==> config.mk <==
export PLATFORM = sky130hd
export DESIGN_NAME = bpoe_ram
export DESIGN_NICKNAME = d
export VERILOG_FILES = /design/src/hw/rtl/bpoe_ram.sv
export SDC_FILE = /design/constraint.sdc
export NUM_CORES = 1
export LEC_CHECK = 0
export BUFFER_PORTS_ARGS = -buffer_cell sky130_fd_sc_hd__buf_2
export CAP_MARGIN = 20
export CORE_MARGIN = 2
export CORE_UTILIZATION = 55
export CTS_CLUSTER_DIAMETER = 40
export DETAILED_ROUTE_END_ITERATION = 8
export PLACE_DENSITY = 0.73
export SKIP_CTS_REPAIR_TIMING = 1
export SLEW_MARGIN = 10
export SYNTH_ARGS = -nofsm -noshare
export SYNTH_HDL_FRONTEND = slang
export SYNTH_SLANG_ARGS = --single-unit
==> constraint.sdc <==
create_clock -name clk -period 3.14 [get_ports clk]
set_clock_uncertainty 0.2 [all_clocks]
set_input_delay 0.628 -clock clk [delete_from_list [all_inputs] [get_ports clk]]
set_output_delay 0.628 -clock clk [all_outputs]
set_load 0.01 [all_outputs]
==> src/hw/rtl/bpoe_ram.sv <==
`timescale 1ns / 1ps
module bpoe_ram #(
  parameter int WIDTH = 8,
  parameter int DEPTH = 16
) (
  input  logic                     clk,
  input  logic                     we,
  input  logic [$clog2(DEPTH)-1:0] waddr,
  input  logic [WIDTH-1:0]         wdata,
  input  logic [$clog2(DEPTH)-1:0] raddr,
  output logic [WIDTH-1:0]         rdata
);
  logic [WIDTH-1:0] mem [DEPTH];

  always_ff @(posedge clk) begin
    if (we) begin
      mem[waddr] <= wdata;
    end
    rdata <= mem[raddr];
  end
endmodule

==> flow_metrics.py, run 1 <==
metrics = {
    "run_status": {
        "outcome": "completed",
    },
    "worst_setup_path": {
        "required_ns": 3.32,
        "worst-path-stages": 5,
        "crit_fanout": 26,
        "slowest_delay_ns": 0.50,
        "critPathLaunchType": "input pin",
        "cp.arrival_ns": 2.15,
        "crit_family": "buffers and inverters",
        "cp_num_buf_inv": 2,
        "end_kind": "flip-flop",
        "crit_slowest_cell": "buf_2",
        "crit_chain": "buf_2 -> buf_4 -> mux4_1 -> a22oi_1 -> nand2_1",
        "reg2reg_depth": 3,
        "criticalPathCategory": "input pin to flip-flop",
    },
    "sta": {
        "hold_viol_final": 0,
        "relSlewSlack_pct": 54.1,
        "holdWs_ns": 0.304,
        "post-route-period-util_pct": 62.6,
        "fmax_mhz": 508,
        "worst_pin_slew_ns": 0.687,
        "final_max_slew_viol_count": 0,
        "min_period_ns": 1.97,
        "setup_slack_ns": 1.17,
        "finalSetupViolCount": 0,
        "grt_setup_unrepaired": "false",
        "tns_ns": 0,
    },
    "clock_tree": {
        "cts_root_buf": "clkbuf_8",
        "cts_htree_levels": 4,
        "cts_inserted_buffers": 17,
        "cts_buffer_depth": 2,
        "cts.sinks": 136,
        "cts.clk_slew.worst_paths_ns": 0.06,
        "cts_tree": "yes",
        "clkLatencyLatePin_ns": 0.51,
    },
    "global_route": {
        "grt_pass1_wl_um": 14800,
        "first_global_vias": 2514,
        "antenna_found_initial": 0,
        "grt_max_degree": 33,
        "gr-total-overflow": 0,
        "grt_use_total_pct": 21.4,
    },
    "synthesis": {
        "netlist.area_leader.share_pct": 74.7,
        "yosysSeqAreaShare_pct": 77.8,
        "syn_nets": 247,
        "synth_commonest_cells": "edfxtp_1, mux4_2, a22oi_1, mux4_1, nor2_1",
        "yosys_warnings": 0,
        "async_flop_share_pct": 0,
        "synth-seq-cells": 136,
        "yosys.area.top_type": "edfxtp_1",
        "synth-edff-count": 128,
        "synth_cells": 229,
        "synth_cell_type_count": 19,
        "synth_top_flop_cell": "edfxtp_1",
        "synth.most_common_cell": "edfxtp_1",
        "post_synth.cell_area_avg_um2": 22.5,
        "ys_top_cells_by_area": "edfxtp_1, mux4_2, mux4_1, dfxtp_1, a22oi_1",
        "netlist_area_um2": 5150,
    },
    "drt": {
        "ant_nets": 0,
        "drtIter0Drc": 185,
        "remaining_drc_errors": 0,
        "wl_per_cell_um": 24.1,
        "vias_per_cell": 6.08,
        "drt_first_pass_iters": 5,
        "routed_wl_um": 9740,
        "vias": 2463,
    },
    "floorplanning": {
        "initial_core_util_pct": 56.2,
        "chipWidth_um": 101,
        "rows": 35,
        "ioPinCount": 26,
        "die-area_um2": 10100,
        "die_h_um": 101,
        "fp.coreArea_um2": 9150,
    },
    "pwr": {
        "pwr_density_cell_nw_per_um2": 688,
        "irDropWorstVdd_mv": 0.294,
        "total_power_mw": 4.17,
        "leakage_nw": 2.07,
    },
    "finish": {
        "area_growth_pct": 17.9,
        "nets": 300,
        "antenna_cells": 0,
        "stdcell_area_um2": 6070,
        "final_cells": 405,
        "utilization_pct": 66.3,
        "drive_gt1_share_pct": 31.6,
    },
    "placed_design": {
        "dp_hpwl_um": 5800,
        "dp_slack_ns": 0.650,
        "place_area_um2": 5480,
        "dpl.cell_count": 374,
        "gp_congestion": 0.778,
        "portBuffers": 25,
    },
    "worst_hold_path": {
        "holdPathStages": 1,
        "hold_class": "input pin to flip-flop",
    },
    "flow_run": {
        "drv_cap": 0,
    },
}
==> layer usage <==
metal,routed length (um),track usage (%),vias up
met1,3900,29.1,1259
met4,106,7.48,0
met5,0,0,-
met2,5020,33.9,109
li1,-,-,1086
met3,714,6.10,9
==> path summary, 6_finish.rpt <==
kind / to / slack [ns] / from
setup / recovery: rdata[5] / 1.17 / raddr[1]
hold / removal: mem[11][1] / 0.30 / wdata[1]
setup reg to reg: rdata[5] / 1.51 / mem[0][5]
hold reg to reg: rdata[6] / 0.47 / mem[15][6]
==> flip-flops by register name (all words and copies together) (netlist names) <==
name / flops
mem: 128
rdata: 8
==> report_power, final <==
part,switching [mW],total [mW],internal [mW]
sequential,0.0120,2.04,2.03
clock,0.736,1.95,1.21
combinational,0.107,0.187,0.0800
==> worst register-to-register path, stage by stage (launching register included) <==
cell and delay (ns):
edfxtp_1 0.36, mux4_1 0.49, a22oi_1 0.36, nand2_1 0.10
==> cells by family after synthesis <==
group / Yosys count / synth area share [%]
buf+inv: 10 / 1.68
simple gates: 35 / 3.18
mux: 32 / 15.0
compound gates: 16 / 2.33
flops: 136 / 77.8
==> layout by cell type (no fill, tap or decap), drive strengths merged, types with 2 or more instances in the layout <==
cell      count
inv           3
clkinv        3
a22oi        16
buf          44
nor3          4
clkbuf       17
mux4         32
dfxtp         8
nor2         13
edfxtp      128
bufinv        3
nand2         9
nand2b        2
clkinvlp      5
nand3b        2
==> final cells by class <==
type | count | area (um^2)
clock inverter | 14 | 175
multi-input combinational | 83 | 1060
clock buffer | 17 | 414
tap | 111 | 139
fill | 559 | 3080
timing repair buffer | 44 | 280
sequential | 136 | 4000
No activity file was read; power rests on OpenSTA's default activity.
==> inputs of run 2 (changes only) <==
CORE_UTILIZATION = 54   (was 55)
PLACE_DENSITY = 0.74   (was 0.73)
clock period = 1.75 ns   (was 3.14 ns; I/O delays follow)
==> run 2 against run 1 <==
  * Setup slack worse by 1.0 ns
  * Highest routed layer unchanged
  * Hold slack worse by 0.28 ns
  * Register-to-register slack worse by 1.3 ns
  * Via count is 1.6% higher
  * Count of clock-buffer cells in the layout is 2 higher
  * Flip-flop and latch count stayed put
  * Die area is 1.8% higher
  * Total power is 78% higher
==> flow_metrics.py, run 2 (synthesis results as in run 1) <==
metrics = {
    "sta": {
        "finalSetupViolCount": 0,
        "setup_slack_ns": 0.170,
        "hold_viol_final": 0,
        "relSlewSlack_pct": 42.4,
        "fmax_mhz": 633,
        "min_period_ns": 1.58,
        "grt_setup_unrepaired": "false",
        "post-route-period-util_pct": 90.3,
        "worst_pin_slew_ns": 0.862,
        "final_max_slew_viol_count": 0,
    },
    "worst_setup_path": {
        "critPathLaunchType": "flip-flop",
        "crit_family": "multiplexers",
        "end_kind": "flip-flop",
        "crit_chain": "mux4_2 -> a22oi_1 -> nand2_1",
        "cp.arrival_ns": 1.76,
        "cp_num_buf_inv": 0,
        "slowest_delay_ns": 0.51,
        "crit_slowest_cell": "mux4_2",
        "required_ns": 1.93,
        "crit_fanout": 1,
        "criticalPathCategory": "flip-flop to flip-flop",
    },
    "global_route": {
        "grt_use_total_pct": 21.3,
        "gr-total-overflow": 0,
        "grt_max_degree": 33,
        "grt_pass1_wl_um": 15000,
        "first_global_vias": 2481,
        "antenna_found_initial": 0,
    },
    "clock_tree": {
        "cts_tree": "yes",
        "cts.sinks": 136,
        "cts_root_buf": "clkbuf_8",
        "cts_inserted_buffers": 17,
        "cts_htree_levels": 4,
        "clkLatencyLatePin_ns": 0.51,
        "cts.clk_slew.worst_paths_ns": 0.06,
        "cts_buffer_depth": 2,
    },
    "floorplanning": {
        "ioPinCount": 26,
        "initial_core_util_pct": 55.7,
        "die-area_um2": 10300,
        "chipWidth_um": 102,
        "fp.coreArea_um2": 9240,
        "die_h_um": 102,
        "rows": 35,
    },
    "worst_hold_path": {
        "hold_class": "input pin to flip-flop",
    },
    "drt": {
        "ant_nets": 0,
        "vias_per_cell": 5.82,
        "routed_wl_um": 10000,
        "wl_per_cell_um": 23.3,
        "drt_first_pass_iters": 4,
        "drtIter0Drc": 215,
        "vias": 2502,
        "remaining_drc_errors": 0,
    },
    "finish": {
        "top_register": "mem",
        "drive_gt1_share_pct": 32.9,
        "final_common_cell": "edfxtp_1",
        "nets": 306,
        "utilization_pct": 66.5,
        "reg_top3": "mem: 128 flops, rdata: 8 flops",
        "largest_reg_flops": 128,
        "mostFrequentLayoutCells": "edfxtp_1, buf_2, buf_4",
        "antenna_cells": 0,
        "area_growth_pct": 19.3,
    },
    "placed_design": {
        "portBuffers": 25,
        "gp_congestion": 0.812,
        "dp_slack_ns": -0.215,
        "dp_hpwl_um": 6020,
    },
    "run_status": {
        "outcome": "completed",
    },
    "pwr": {
        "leakage_nw": 2.11,
        "pwr_density_cell_nw_per_um2": 1210,
        "irDropWorstVdd_mv": 0.748,
    },
    "flow_run": {
        "drv_cap": 0,
    },
}
==> run 2: worst paths after layout <==
path / start / end / slack (ns) / depth (start not counted)
worst max-delay path: mem[3][6] / rdata[6] / 0.17 / 3
worst max register to register: mem[3][6] / rdata[6] / 0.17 / 3
worst min register to register: mem[15][1] / rdata[1] / 0.47 / 3
worst min-delay path: wdata[4] / mem[6][4] / 0.03 / 1
==> run 2: per-stage QoR <==
step | cells | setup TNS (ns) | hold WS [ns] | power (mW) | area, um^2
6_report | 430 | 0 | 0.0263 | 7.44 | 6140
5_1_grt | 430 | 0 | 0.0168 | 7.65 | 6140
4_1_cts | 430 | 0 | 0.00424 | 7.49 | 6140
3_5_place_dp | 398 | -3.40 | 0.468 | 4.08 | 5570
3_3_place_gp | 398 | -2.65 | 0.449 | 4.07 | 5570
2_1_floorplan | 229 | -1.98 | 0.249 | 3.92 | 5150
==> run 2: layer usage <==
layer  vias up  share of wire, %  GRT usage, %
li1       1096                 -             -
met1      1279                42          31.5
met2       119                50          32.1
met3         8               7.2          5.04
met4         0              0.94          6.96
met5         -                 0             0
==> run 2: layout make-up <==
cell class	instances	area, um^2
clock buffers	19	422
clock inverters	13	155
fillers	603	3100
multi-input cells	83	1060
flip-flops and latches	136	4000
well taps	129	161
repair buffers	50	338
==> run 2: power by group <==
group / internal (mW) / total [mW] / switching [mW]
registers: 3.64 / 3.66 / 0.0209
logic: 0.152 / 0.347 / 0.195
clock network: 2.16 / 3.43 / 1.27
total: 5.95 / 7.44 / 1.49
==> inputs of run 3 (changes only) <==
ABC_CLOCK_PERIOD_IN_PS = 1750   (was not set)
BUFFER_PORTS_ARGS = -buffer_cell sky130_fd_sc_hd__buf_4   (was -buffer_cell sky130_fd_sc_hd__buf_2)
GPL_ROUTABILITY_DRIVEN = 0   (was not set)
==> run 3 against run 2 <==
  * Non-clock buffer count increased by 9
  * Count of clock-buffer cells in the layout fell by 1
  * Hold slack gained 0.12 ns
  * Combinational power grew 18%
  * Die area unchanged
  * Global-route usage grew 0.54 points
  * Critical path type unchanged
  * Largest cell class unchanged
  * Largest power group unchanged
==> flow_metrics.py, run 3 (synthesis results as in run 1) <==
metrics = {
    "run_status": {
        "outcome": "completed",
    },
    "placed_design": {
        "dp_hpwl_um": 5940,
        "place_area_um2": 5690,
        "portBuffers": 25,
    },
    "global_route": {
        "antenna_found_initial": 0,
        "first_global_vias": 2502,
        "gr-total-overflow": 0,
        "grt_max_degree": 24,
        "grt_use_total_pct": 21.9,
        "grt_pass1_wl_um": 15000,
    },
    "sta": {
        "hold_viol_final": 0,
        "finalSetupViolCount": 0,
        "min_period_ns": 1.60,
        "worst_pin_slew_ns": 0.698,
        "grt_setup_unrepaired": "false",
        "post-route-period-util_pct": 91.4,
        "tns_ns": 0,
        "relSlewSlack_pct": 53.4,
        "final_max_slew_viol_count": 0,
        "fmax_mhz": 625,
    },
    "worst_setup_path": {
        "timing.rr.end": "rdata[3]",
        "end_kind": "flip-flop",
        "critPathLaunchType": "flip-flop",
        "r2r-start": "mem[1][3]",
        "crit_slowest_cell": "mux4_1",
        "required_ns": 1.95,
        "r2r_slack_ns": 0.15,
        "crit_chain": "mux4_1 -> a22oi_1 -> nand2_1",
        "slowest_delay_ns": 0.55,
        "crit_fanout": 1,
        "cp.arrival_ns": 1.80,
        "reg2reg_depth": 3,
        "criticalPathCategory": "flip-flop to flip-flop",
    },
    "clock_tree": {
        "cts_inserted_buffers": 17,
        "cts_buffer_depth": 2,
        "cts_root_buf": "clkbuf_8",
        "cts_tree": "yes",
        "cts.clk_slew.worst_paths_ns": 0.06,
        "cts.sinks": 136,
        "clkLatencyLatePin_ns": 0.52,
        "cts_htree_levels": 4,
    },
    "floorplanning": {
        "chipWidth_um": 102,
        "die-area_um2": 10300,
        "initial_core_util_pct": 55.7,
        "ioPinCount": 26,
        "die_h_um": 102,
        "rows": 35,
        "fp.coreArea_um2": 9240,
    },
    "drt": {
        "vias_per_cell": 5.74,
        "drtIter0Drc": 208,
        "vias": 2520,
        "drt_first_pass_iters": 5,
        "remaining_drc_errors": 0,
        "ant_nets": 0,
        "routed_wl_um": 10300,
        "wl_per_cell_um": 23.4,
    },
    "worst_hold_path": {
        "holdPathStages": 3,
        "min_from": "waddr[0]",
        "hold_class": "input pin to flip-flop",
        "min_to": "mem[0][1]",
    },
    "finish": {
        "nFillCells": 547,
        "nets": 315,
        "stdcell_area_um2": 6360,
        "final_common_cell": "edfxtp_1",
        "top_register": "mem",
        "mostFrequentLayoutCells": "edfxtp_1, buf_4, mux4_2",
        "antenna_cells": 0,
        "drive_gt1_share_pct": 32.9,
        "ff_latch_area_um2": 4000,
        "largest_reg_flops": 128,
        "area_growth_pct": 23.5,
        "multiInputGateArea_um2": 1060,
        "reg_top3": "mem: 128 flops, rdata: 8 flops",
    },
    "pwr": {
        "pwr_density_cell_nw_per_um2": 1190,
        "irDropWorstVdd_mv": 0.741,
        "leakage_nw": 2.19,
    },
    "flow_run": {
        "drv_cap": 0,
    },
}
[run 3: power breakdown]
| part | leakage [nW] | switching, mW | internal (mW) | total (mW) |
|---|---|---|---|---|
| logic | 0.687 | 0.205 | 0.203 | 0.409 |
| registers | 1.22 | 0.0252 | 3.64 | 3.67 |
| clock network | 0.282 | 1.33 | 2.18 | 3.51 |
| total | 2.19 | 1.56 | 6.02 | 7.58 |
[run 3: how the worst max path moves through the flow]
stage	startpoint	endpoint
after floorplan	waddr[2]	mem[3][0]
after detailed placement	raddr[0]	rdata[4]
after global routing	mem[9][4]	rdata[4]
final	mem[1][3]	rdata[3]
after global placement	raddr[0]	rdata[4]
after CTS	mem[1][3]	rdata[3]
[run 3: layout make-up]
class | instances | area share (%)
Timing Repair Buffer | 59 | 8.46
Clock buffer | 18 | 6.57
Clock inverter | 14 | 2.75
Multi-Input combinational cell | 83 | 16.7
Tap cell | 129 | 2.54
Sequential cell | 136 | 63.0
[run 3: critical path, delay by kind of cell, from the launching register on]
family	cells	cell delay, ns
simple gates	1	0.08
flops	1	0.40
compound gates	1	0.26
mux	1	0.55
[run 3: per-layer routing]
layer | wire length (um) | track usage [%] | up-vias
met1 | 4190 | 29.4 | 1294
met4 | 122 | 7.07 | 0
met5 | 0 | 0 | -
li1 | - | - | 1116
met2 | 5350 | 34.2 | 104
met3 | 589 | 7.52 | 6
[run 3: metrics by stage]
step | power [mW] | instances | setup WS, ns | hold WS (ns) | utilization, %
global placement | 4.12 | 399 | -0.221 | 0.453 | 61.5
CTS | 7.62 | 431 | 0.124 | -0.0794 | 67.9
finish | 7.58 | 439 | 0.150 | 0.146 | 68.8
detailed placement | 4.13 | 399 | -0.215 | 0.470 | 61.5
global route | 7.81 | 439 | 0.110 | 0.135 | 68.8
floorplan | 3.92 | 229 | -0.0661 | 0.249 | -
